**config.mk**
```make
export PLATFORM = sky130hd
export DESIGN_NAME = bpt_cell
export DESIGN_NICKNAME = d
export VERILOG_FILES = /design/src/rtl/core/bpt_pkg.sv /design/src/rtl/core/bpt_cell.sv
export SDC_FILE = /design/constraint.sdc
export NUM_CORES = 1
export LEC_CHECK = 0
export BUFFER_PORTS_ARGS = -buffer_cell sky130_fd_sc_hd__buf_2
export CORE_MARGIN = 2
export CORE_UTILIZATION = 47
export CTS_CLUSTER_DIAMETER = 100
export DETAILED_ROUTE_END_ITERATION = 8
export GPL_ROUTABILITY_DRIVEN = 0
export GPL_TIMING_DRIVEN = 0
export MAX_ROUTING_LAYER = met4
export PLACE_DENSITY = 0.78
export SLEW_MARGIN = 10
export SYNTH_ARGS = -nofsm -noshare
export SYNTH_HDL_FRONTEND = slang
export SYNTH_SLANG_ARGS = --single-unit
```
**constraint.sdc**
```tcl
create_clock -name clk -period 0.8 [get_ports clk]
set_clock_uncertainty 0.05 [all_clocks]
set_input_delay 0.16 -clock clk [delete_from_list [all_inputs] [get_ports clk]]
set_output_delay 0.16 -clock clk [all_outputs]
set_load 0.02 [all_outputs]
```
**src/rtl/core/bpt_pkg.sv**
```systemverilog
// Package for the barycentric point-in-triangle block.
// Holds the control bundle that travels along the divider cells.
`default_nettype none
package bpt_pkg;

	localparam int QBITS = 15;

	typedef struct packed {
		logic valid;
		logic degen;
		logic in_tri;
		logic neg_u;
		logic neg_v;
		logic sat_u;
		logic sat_v;
	} ctl_t;

endpackage
`default_nettype wire

```
**src/rtl/core/bpt_cell.sv**
```systemverilog
// One restoring-division cell: yields one quotient bit for u and for v.
// Depends on bpt_pkg.
`default_nettype none
module bpt_cell #(
	parameter int MW = 35
) (
	input  wire logic                        clk,
	input  wire logic                        arst_n,
	input  wire bpt_pkg::ctl_t               ctl_in,
	input  wire logic [MW-1:0]               d_in,
	input  wire logic [MW-1:0]               ru_in,
	input  wire logic [MW-1:0]               rv_in,
	input  wire logic [bpt_pkg::QBITS-1:0]   qu_in,
	input  wire logic [bpt_pkg::QBITS-1:0]   qv_in,
	output bpt_pkg::ctl_t                    ctl_q,
	output logic [MW-1:0]                    d_q,
	output logic [MW-1:0]                    ru_q,
	output logic [MW-1:0]                    rv_q,
	output logic [bpt_pkg::QBITS-1:0]        qu_q,
	output logic [bpt_pkg::QBITS-1:0]        qv_q
);
	logic          bu, bv;
	logic [MW-1:0] nu, nv;

	always_comb begin
		bu = (d_in <= ru_in);
		bv = (d_in <= rv_in);
		nu = bu ? ru_in - d_in : ru_in;
		nv = bv ? rv_in - d_in : rv_in;
	end

	always_ff @(posedge clk or negedge arst_n) begin
		if (!arst_n) begin
			ctl_q <= '0;
		end else begin
			ctl_q <= ctl_in;
		end
	end

	always_ff @(posedge clk) begin
		d_q <= d_in;
		ru_q <= {nu[MW-2:0], 1'b0};
		rv_q <= {nv[MW-2:0], 1'b0};
		qu_q <= {qu_in[bpt_pkg::QBITS-2:0], bu};
		qv_q <= {qv_in[bpt_pkg::QBITS-2:0], bv};
	end
endmodule
`default_nettype wire

```
* Word-level counts from Yosys, hierarchy flattened
Index checks and enable logic that the tools add are counted.
** Word-level totals
- Output and inout bits :: 142
- Word-level logic and storage cells :: 18
- Input port bits :: 144
- Flip-flop bits (word level) :: 140
** Operators by class
- $lt $le $gt $ge :: 2
- Mux-type cells :: 2
- Add/subtract/negate cells :: 2
** Operators with widths (count)
- <= comparator 35 bit :: 2
- two-way mux 34 bit :: 2
- subtractor 34 bit :: 2

* Logic depth before layout (Yosys ltp)
Gate-level depths: netlist of run 1.
- Depth after elaboration :: 2
- Mapped depth :: 15
- Depth with buffers taken out :: 13

* Least setup slack after synthesis of run 1
OpenSTA, ideal clock, no wires.
- Path type :: input to register
- From :: input port rv_in[0]
- To :: register rv_q[33]
- Library setup time :: 120 ps
- Buffers on the path :: 0
- Data required time :: 630 ps
- Path slack :: -1823 ps
- Stages on the path :: 13
- Arrival time :: 2454 ps
- Path through :: inv_1 ha_1 inv_1 fa_1 a211oi_1 o21ai_1 a31oi_4 a21oi_4 a21oi_4 o41ai_2 a221oi_2 mux2i_1 a211o_1
** On the way
- Word-level cells in the longest chain between the ends :: 2
- Elaborated cells between the ends (all ways) :: 3
- Classes of those cells :: 1 x add/sub; 1 x order compare; 1 x mux
** Ends and longest elaborated chain
- start: declaration :: line bpt_cell.sv:12 : input wire logic [MW-1:0] rv_in,
- subtractor 34 bit / <= comparator 35 bit (equally long branches) :: line bpt_cell.sv:29, bpt_cell.sv:27
- two-way mux 34 bit (*) :: line bpt_cell.sv:29 : nv = bv ? rv_in - d_in : rv_in;
- net nv[32] :: line bpt_cell.sv:23 : logic [MW-1:0] nu, nv;
- end signal: assignment :: line bpt_cell.sv:43 : rv_q <= {nv[MW-2:0], 1'b0};
- end: declaration :: line bpt_cell.sv:18 : output logic [MW-1:0] rv_q,
The timed path passes the listed nets; every way through them passes the cells marked *.

* Final worst setup path of run 1
- From :: input port d_in[24]
- To :: register ru_q[31]
** On the way
- Word-level cells in the longest chain between the ends :: 2
- Elaborated cells between the ends (all ways) :: 3
- Classes of those cells :: 1 x add/sub; 1 x order compare; 1 x mux
** Ends and longest elaborated chain
- start: declaration :: line bpt_cell.sv:10 : input wire logic [MW-1:0] d_in,
- subtractor 34 bit / <= comparator 35 bit (equally long branches) :: line bpt_cell.sv:28, bpt_cell.sv:26
- two-way mux 34 bit (*) :: line bpt_cell.sv:28 : nu = bu ? ru_in - d_in : ru_in;
- net nu[30] :: line bpt_cell.sv:23
- end signal: assignment :: line bpt_cell.sv:42 : ru_q <= {nu[MW-2:0], 1'b0};
- end: declaration :: line bpt_cell.sv:17 : output logic [MW-1:0] ru_q,
Marks and branches as above.

==> results of run 1 <==
-- cell type report --
cell class / instances / area, µm²
Antenna cell: 8 / 20.0
Buffer: 32 / 369
Clock buffer: 18 / 429
Clock inverter: 14 / 149
Fill cell: 892 / 3000
Inverter: 125 / 531
Multi-Input combinational cell: 708 / 6570
Sequential cell: 140 / 3010
Tap cell: 234 / 293
Timing Repair Buffer: 475 / 4340
-- cell usage in the layout (no fill, tap or decap), types with 7 or more instances in the layout --
| master | instances |
|---|---|
| a21oi_1 | 64 |
| nand3_1 | 10 |
| mux2i_1 | 24 |
| inv_1 | 101 |
| buf_6 | 159 |
| dfrtp_1 | 7 |
| dfxtp_2 | 132 |
| clkbuf_16 | 23 |
| nor2_1 | 31 |
| inv_2 | 11 |
| dlygate4sd3_1 | 124 |
| buf_4 | 62 |
| a21oi_4 | 10 |
| nor2_4 | 12 |
| ha_4 | 27 |
| inv_4 | 8 |
| ha_1 | 107 |
| nand2_1 | 51 |
| xnor2_1 | 33 |
| o21ai_1 | 17 |
| buf_2 | 126 |
| diode_2 | 8 |
| inv_6 | 7 |
| a21oi_2 | 28 |
| o21ai_0 | 22 |
| buf_12 | 13 |
| nand4_1 | 24 |
| o21ai_2 | 15 |
| a21o_1 | 46 |
| o21bai_1 | 8 |
| xor2_1 | 23 |
-- registers in the layout (all words and copies together), names as in the netlist --
name	cells
ctl_q	7
qu_q	15
ru_q	34
rv_q	34
d_q	35
qv_q	15
-- synthesized netlist by cell type (11+ instances only) --
cell | number | area, µm²
inv_1 | 125 | 469
xnor2_1 | 36 | 315
nand2_1 | 60 | 225
xor2_1 | 24 | 210
clkbuf_1 | 22 | 82.6
nor2_1 | 49 | 184
nand4_1 | 24 | 150
nand3_1 | 12 | 60.1
mux2i_1 | 32 | 320
a21o_1 | 47 | 353
ha_1 | 136 | 1700
o21ai_0 | 51 | 255
buf_2 | 11 | 55.1
dfxtp_1 | 133 | 2660
a21oi_1 | 94 | 470
nor3_1 | 12 | 60.1
-- layer usage --
metal	track usage [%]	vias to the layer above	share of wire (%)
li1	-	4455	-
met2	61.7	822	48
met3	7.22	335	9.7
met5	-	-	0
met1	36.2	4827	34
met4	20.9	0	8.8
-- logic make-up (layout without fill, tap and decap cells) --
group | after synthesis | in the layout | share of synthesized area [%]
other cells | 1 | 10 | 0.0419
xor+xnor | 60 | 60 | 5.88
flops | 140 | 140 | 31.7
mux | 37 | 37 | 4.21
fa+ha+maj | 138 | 138 | 19.5
compound gates | 273 | 273 | 20.0
simple gates | 198 | 198 | 10.7
buf+inv | 169 | 664 | 7.94
-- stage by stage --
stage / area [µm²] / setup TNS (ns) / utilization [%]
4_1_cts: 14900 / -141.83 / 79.6
2_1_floorplan: 9340 / -95.14 / -
3_5_place_dp: 11000 / -159.68 / 59.0
3_3_place_gp: 11000 / -159.28 / 59.0
6_report: 15700 / -154.60 / 84.0
5_1_grt: 15700 / -159.12 / 84.0
-- worst paths after layout --
check	endpoint	cells after the start
setup / recovery	ru_q[31]$_DFF_P_	15
hold / removal	ru_q[20]$_DFF_P_	2
max in group asynchronous	ctl_q[3]$_DFF_PN0_	2
min in group asynchronous	ctl_q[6]$_DFF_PN0_	2
-- timing repair --
action | in CTS | in global routing
resized for setup | 573 | 139
gates cloned | 1 | 5
hold buffers | 123 | 1
hold endpoints to repair | 133 | 4
endpoints found under the setup margin | 210 | 210
buffers inserted | 41 | 24
pin swaps | 47 | 90
-- power by group through the flow --
stage / Combinational [µW] / Sequential [µW] / Clock (µW)
final: 12500 / 8670 / 8030
after floorplan: 4110 / 9550 / 0
after CTS: 10600 / 8600 / 8030
after detailed placement: 7930 / 8330 / 0
after global routing: 13000 / 8720 / 8370
after global placement: 7840 / 8310 / 0
==> flow_metrics.env, run 1 <==
export IMPL_status="finished, violations left"
export IMPL_violations="negative hold slack, negative setup slack"
export IMPL_finalWirelength_um=40300
export IMPL_clk_pin_slew_ns=0.07
export IMPL_synth_seq_area_share_pct=31.7
export IMPL_ys_types=67
export IMPL_die_x_um=142
export IMPL_drive_gt1_share_pct=49.9
export IMPL_fmax_mhz=382
export IMPL_synthArstFlopShare_pct=5.00
export IMPL_hold_class="in2reg"
export IMPL_finalSetupViolations=210
export IMPL_drv_slew=0
export IMPL_hold_ws_ns=-0.0483
export IMPL_timing_final_ws_setup_ns=-1.82
export IMPL_ios=286
export IMPL_slowest_stage="ha_1"
export IMPL_p_seq_share_pct=29.7
export IMPL_worst_pin_slew_ns=0.635
export IMPL_crit_path_cell_trace="buf_2, inv_1, ha_1, clkbuf_2, a21o_1, a21oi_1, nor2_1, nor2_1, o21ai_1, a31oi_2, a21oi_4, buf_6, buf_12, buf_12, mux2i_1"
export IMPL_end_kind="flip-flop"
export IMPL_internal_power_uw=18500
export IMPL_leakage_uw=0.00736
export IMPL_max_slew_margin_pct=57.2
export IMPL_root_buffer="clkbuf_16"
export IMPL_finalCriticalPeriod_ns=2.62
export IMPL_htreeDepth=4
export IMPL_syn_mean_instance_area_um2=8.80
export IMPL_cp_required_ns=1.10
export IMPL_vias=10439
export IMPL_cts_sinks=140
export IMPL_globalRouteTotalUtil_pct=35.1
export IMPL_power_switching_uw=10700
export IMPL_grt_pass1_wl_um=53200
export IMPL_antenna_found_initial=7
export IMPL_critPathKind="in2reg"
export IMPL_clkPwrFrac_pct=27.5
export IMPL_dp_cells=1532
export IMPL_fin_crit_sh_pct=327
export IMPL_initial_core_util_pct=47.8
export IMPL_grt_pass1_vias=10259
export IMPL_ys_seq_elements=140
export IMPL_wl_per_cell_um=23.0
export IMPL_instances_no_fill=1754
export IMPL_startpoint_type="input port"
export IMPL_arrival_ns=2.92
export IMPL_slowest_delay_ns=0.37
export IMPL_critical_path_buf_inv_count=6
export IMPL_total_power_uw=29200
export IMPL_synthFlopType="dfxtp_1"
export IMPL_cts_tree="done"
export IMPL_power_density_nw_per_um2=1860
export IMPL_min_from="ru_in[19]"
export IMPL_crit_start="d_in[24]"
export IMPL_grt_ovfl_total=0
export IMPL_synth_edf_count=0
export IMPL_die_y_um=142
export IMPL_cpLargestDelayFamily="compound AO/OA/AOI/OAI gates"
export IMPL_path_max_fanout=10
export IMPL_place_ws_ns=-2.68
export IMPL_vdd_ir_drop_worst_mv=1.46
export IMPL_port_buffers=281
export IMPL_cts_buffer_depth=2
export IMPL_drv_cap=0
export IMPL_detailed_place_hpwl_um=21700
export IMPL_drt_iter0_markers=1021
export IMPL_yosysWarnings=0
export IMPL_synthCells=1016
export IMPL_grt_max_degree=17
export IMPL_syn_to_final_growth_pct=75.7
export IMPL_final_hold_violation_count=4
export IMPL_cts_buffers=17
export IMPL_die_area_um2=20100
export IMPL_nNetsFinal=1781
export IMPL_combPwrFrac_pct=42.9
export IMPL_num_rows=50
export IMPL_ant_nets=0
export IMPL_coreArea_um2=18700
export IMPL_rsz0062_at_grt="yes"
export IMPL_drc=0
export IMPL_dr_pass1_iters=6
export IMPL_netlist_area_um2=8940
export IMPL_routed_via_density=5.95
export IMPL_p_sw_share_pct=36.6
Note: power is estimated with default switching activity, not from simulation.
==> run 2, diff against run 1 <==
Settings changed: CELL_PAD_IN_SITES_DETAIL_PLACEMENT set to 1, CELL_PAD_IN_SITES_GLOBAL_PLACEMENT set to 2, CORE_UTILIZATION 47 to 27, PLACE_DENSITY 0.78 to 0.77.
==> run 2 against run 1 <==
  * The run ends with negative setup slack left
  * Core utilization fell by 33 points
  * Global-route usage fell by 12 points
  * Critical path type unchanged
  * Sequential share of layout area fell by 1.1 points
  * Sequential cell count did not move
  * Clock-buffer cell count fell by 1
  * Routed wire length fell by 3.6%
  * Via count fell by 11%
  * Worst setup slack improved by 0.20 ns
  * Critical path depth did not move
  * Design area rose by 5.9%
  * First-iteration DRC count fell by 68%
  * Highest routed layer unchanged
  * Total power rose by 0.46%
==> flow_metrics.env, run 2 (same netlist as run 1, synthesis figures left out) <==
export IMPL_finalSetupTns_ns=-142.35
export IMPL_die_x_um=186
export IMPL_ant_nets=0
export IMPL_fmax_mhz=413
export IMPL_ios=286
export IMPL_dr_pass1_iters=4
export IMPL_grt_pass1_vias=10139
export IMPL_place_ws_ns=-3.04
export IMPL_largest_register_ff_count=35
export IMPL_cts_tree="done"
export IMPL_final_cell_mix="buf_6, dlygate4sd3_1, dfxtp_2, buf_2, ha_1"
export IMPL_initial_core_util_pct=27.5
export IMPL_coreArea_um2=32500
export IMPL_drive_gt1_share_pct=52.7
export IMPL_fin_crit_sh_pct=303
export IMPL_crit_start="d_in[4]"
export IMPL_power_density_nw_per_um2=1770
export IMPL_globalRouteTotalUtil_pct=22.7
export IMPL_cts_sinks=140
export IMPL_vias=9257
export IMPL_max_slew_margin_pct=63.2
export IMPL_die_area_um2=34600
export IMPL_total_power_uw=29400
export IMPL_nNetsFinal=1807
export IMPL_finalWirelength_um=38900
export IMPL_fillCellCount=3621
export IMPL_drt_iter0_markers=326
export IMPL_clk_pin_slew_ns=0.06
export IMPL_drv_slew=0
export IMPL_top_register="d_q"
export IMPL_final_util_pct=51.1
export IMPL_antenna_found_initial=2
export IMPL_cp_required_ns=1.11
export IMPL_timing_final_ws_setup_ns=-1.62
export IMPL_root_buffer="clkbuf_16"
export IMPL_violations="negative setup slack"
export IMPL_htreeDepth=4
export IMPL_arrival_ns=2.73
export IMPL_leakage_uw=0.00766
export IMPL_grt_ovfl_total=0
export IMPL_cts_buffer_depth=2
export IMPL_final_hold_violation_count=0
export IMPL_drv_cap=0
export IMPL_routed_via_density=4.67
export IMPL_vdd_ir_drop_worst_mv=1.52
export IMPL_worstSetupEndpoint="ru_q[10]$_DFF_P_"
export IMPL_wl_per_cell_um=19.6
export IMPL_grt_max_degree=17
export IMPL_mostFrequentLayoutCell="buf_6"
export IMPL_die_y_um=186
export IMPL_finalCriticalPeriod_ns=2.42
export IMPL_startpoint_type="input port"
export IMPL_status="finished, violations left"
export IMPL_detailed_place_hpwl_um=26000
export IMPL_cts_buffers=17
export IMPL_hold_class="in2reg"
export IMPL_num_rows=66
export IMPL_drc=0
export IMPL_worst_pin_slew_ns=0.547
export IMPL_end_kind="flip-flop"
export IMPL_critPathKind="in2reg"
export IMPL_finalSetupViolations=210
export IMPL_rsz0062_at_grt="yes"
export IMPL_largest_registers="d_q x35, ru_q x34, rv_q x34"
export IMPL_port_buffers=281
export IMPL_grt_pass1_wl_um=57400
export IMPL_path_max_fanout=7
export IMPL_syn_to_final_growth_pct=86.1
[run 2: cell count changes in the layout (fill, tap and decap cells not counted), sizes merged]
cell / delta
buf: +12
dlygate4sd3: +12
diode: -6
bufinv: -1
clkbuf: +1
clkinv: +1
inv: +1
[run 2: where the power goes]
part	internal, µW	switching, µW	leakage (µW)
sequential	8130	464	0.00120
clock	4120	3790	0.000276
combinational	6390	6480	0.00618
total	18600	10700	0.00766
[run 2: cell type report]
type	instances	area [µm²]	area share (%)
diodes	2	5.00	0.0301
clock buffers	17	425	2.56
inverters	125	518	3.11
flip-flops and latches	140	3000	18.1
plain buffers	29	348	2.09
well taps	442	553	3.32
repair buffers	504	4700	28.3
multi-input cells	708	6940	41.7
clock inverters	15	143	0.857
[run 2: metrics by stage]
step / std cells / hold slack (ns) / instance area [µm²]
floorplan: 1017 / -0.186 / 9340
global placement: 1740 / -0.0510 / 11300
detailed placement: 1740 / -0.0481 / 11300
CTS: 1962 / -0.0242 / 15900
global route: 1982 / 0.00496 / 16600
finish: 1982 / 0.0128 / 16600
[run 2: worst min path at each step]
stage | start | to | slack [ns] | cells after the start
floorplan | arst_n | ctl_q[0]$_DFF_PN0_ | -0.19 | 0
global placement | arst_n | ctl_q[5]$_DFF_PN0_ | -0.05 | 1
detailed placement | arst_n | ctl_q[5]$_DFF_PN0_ | -0.05 | 1
CTS | rv_in[1] | rv_q[2]$_DFF_P_ | -0.02 | 2
global route | ru_in[6] | ru_q[7]$_DFF_P_ | 0.005 | 3
finish | ru_in[6] | ru_q[7]$_DFF_P_ | 0.01 | 3
[run 2: worst max-delay path, cell delays in order]
cell	delay, ns
buf_12	0.10
inv_12	0.03
ha_4	0.26
a211oi_4	0.22
nor2_2	0.08
o31ai_4	0.33
a21oi_2	0.13
a2111oi_2	0.25
o21ai_1	0.13
a31oi_2	0.29
a21oi_4	0.08
buf_12	0.17
buf_12	0.12
clkbuf_16	0.16
mux2i_1	0.20
[run 2: layer usage]
| layer | up-vias | GRT usage, % | part of all wire, % |
|---|---|---|---|
| li1 | 4514 | - | - |
| met1 | 4487 | 26.4 | 42 |
| met2 | 221 | 40.1 | 52 |
| met3 | 35 | 4.05 | 4.7 |
| met4 | 0 | 5.70 | 1.7 |
| met5 | - | - | 0 |
[run 2: timing repair]
| action | in CTS | in global routing |
|---|---|---|
| buffers inserted | 54 | 31 |
| pin swaps | 78 | 93 |
| gates cloned | 6 | 2 |
| hold buffers | 136 | 0 |
| endpoints found under the setup margin | 210 | 210 |
| gates resized for setup | 665 | 162 |
| hold endpoints to repair | 144 | 0 |
==> run 3, diff against run 2 <==
Settings changed: TNS_END_PERCENT set to 10.
==> run 3 against run 2 <==
  * The run still ends with negative setup slack left
  * Global-route usage is 0.90 points lower
  * Non-clock buffer count shrank 20
  * Critical path type unchanged
  * Sequential cell count did not move
  * Clock power increased by 6.7%
  * Critical endpoint is now ru_q[25]$_DFF_P_
  * Critical path depth unchanged
==> flow_metrics.env, run 3 (same netlist as run 1, synthesis figures left out) <==
export IMPL_largest_registers="d_q x35, ru_q x34, rv_q x34"
export IMPL_routed_via_density=4.67
export IMPL_clk_pin_slew_ns=0.06
export IMPL_dr_max_layer_used="met4"
export IMPL_status="finished, violations left"
export IMPL_max_slew_margin_pct=64.7
export IMPL_final_cell_mix="buf_6, dlygate4sd3_1, dfxtp_2, buf_2, inv_1"
export IMPL_finalWirelength_um=37600
export IMPL_total_power_uw=28500
export IMPL_worst_pin_slew_ns=0.524
export IMPL_wl_met2_um=19200
export IMPL_cts_buffer_depth=2
export IMPL_critPathKind="in2reg"
export IMPL_dpl_cell_area_um2=11000
export IMPL_ant_nets=0
export IMPL_path_max_fanout=4
export IMPL_top_register="d_q"
export IMPL_syn_to_final_growth_pct=76.1
export IMPL_end_kind="flip-flop"
export IMPL_vdd_ir_drop_worst_mv=1.55
export IMPL_dr_pass1_iters=4
export IMPL_drt_iter0_markers=375
export IMPL_fin_crit_sh_pct=298
export IMPL_die_x_um=186
export IMPL_htreeDepth=4
export IMPL_instances_no_fill=1964
export IMPL_detailed_place_hpwl_um=26500
export IMPL_finalSetupViolations=210
export IMPL_cts_tree="done"
export IMPL_violations="negative setup slack"
export IMPL_grt_max_degree=17
export IMPL_hold_class="in2reg"
export IMPL_vias=9175
export IMPL_dp_cells=1740
export IMPL_fmax_mhz=419
export IMPL_leakage_uw=0.00730
export IMPL_grt_pass1_wl_um=55200
export IMPL_wl_met1_um=16100
export IMPL_wl_met3_um=1670
export IMPL_grt_ovfl_total=0
export IMPL_min_from="rv_in[4]"
export IMPL_coreArea_um2=32500
export IMPL_root_buffer="clkbuf_16"
export IMPL_largest_register_ff_count=35
export IMPL_globalRouteTotalUtil_pct=21.8
export IMPL_die_area_um2=34600
export IMPL_cts_sinks=140
export IMPL_grt_pass1_vias=9925
export IMPL_arrival_ns=2.66
export IMPL_initial_core_util_pct=27.5
export IMPL_final_hold_violation_count=0
export IMPL_drv_cap=0
export IMPL_fin_area_um2=15700
export IMPL_hold_depth=3
export IMPL_nNetsFinal=1787
export IMPL_drv_slew=0
export IMPL_holdPathEnd="rv_q[5]$_DFF_P_"
export IMPL_rsz0062_at_grt="yes"
export IMPL_drive_gt1_share_pct=47.3
export IMPL_die_y_um=186
export IMPL_wl_per_cell_um=19.2
export IMPL_ios=286
export IMPL_finalCriticalPeriod_ns=2.38
export IMPL_cp_required_ns=1.07
export IMPL_port_buffers=281
export IMPL_drc=0
export IMPL_antenna_found_initial=5
export IMPL_cts_buffers=17
export IMPL_power_density_nw_per_um2=1810
export IMPL_num_rows=66
export IMPL_hold_ws_ns=0.0205
export IMPL_timing_final_ws_setup_ns=-1.58
export IMPL_mostFrequentLayoutCell="buf_6"
export IMPL_startpoint_type="input port"
export IMPL_place_ws_ns=-2.90
run 3: routing by layer:
| metal | vias up | track usage [%] |
|---|---|---|
| met2 | 214 | 38.6 |
| met4 | 0 | 5.95 |
| met5 | - | - |
| li1 | 4461 | - |
| met3 | 36 | 3.76 |
| met1 | 4464 | 25.2 |
run 3: metrics by stage:
stage          utilization, %  setup TNS [ns]
2_1_floorplan               -         -101.80
3_3_place_gp             33.9         -182.58
3_5_place_dp             33.9         -183.76
4_1_cts                  45.2         -147.05
5_1_grt                  48.4         -151.62
6_report                 48.4         -139.37
run 3: timing repair:
item,CTS,global route
setup buffers,21,36
pin swaps,30,55
hold buffers,137,0
cloned,1,2
endpoints found under the setup margin,210,210
hold endpoints to repair,144,0
gates resized for setup,531,207
run 3: layout make-up:
cell class / count / area (µm²)
clock inverter: 6 / 108
tap: 442 / 553
fill: 3678 / 16800
inverter: 125 / 537
antenna: 5 / 12.5
multi-input combinational: 708 / 6320
buffer: 35 / 347
clock buffer: 25 / 505
sequential: 140 / 3000
timing repair buffer: 478 / 4350
run 3: worst max path at each step:
stage               startpoint               end  slack [ns]
finish                d_in[11]  ru_q[25]$_DFF_P_       -1.58
global route          d_in[11]  ru_q[25]$_DFF_P_       -1.70
CTS                    d_in[4]   ru_q[2]$_DFF_P_       -1.69
detailed placement     d_in[6]   ru_q[8]$_DFF_P_       -2.90
global placement       d_in[6]   ru_q[7]$_DFF_P_       -2.88
floorplan             rv_in[0]  rv_q[33]$_DFF_P_       -1.62
run 3: critical path, cell delays in order:
cell and delay, ns:
buf_12 0.09, inv_6 0.04, ha_4 0.25, buf_6 0.10, nand4_1 0.24, nor2_4 0.24, o31ai_4 0.12, a21oi_2 0.21
a2111oi_2 0.06, o21ai_1 0.19, a31oi_2 0.16, a21oi_4 0.21, buf_6 0.17, buf_12 0.11, mux2_2 0.31
run 3: power by group:
group	switching (µW)	total [µW]	internal (µW)
registers	454	8590	8130
logic	5850	11500	5630
clock network	3150	8440	5290
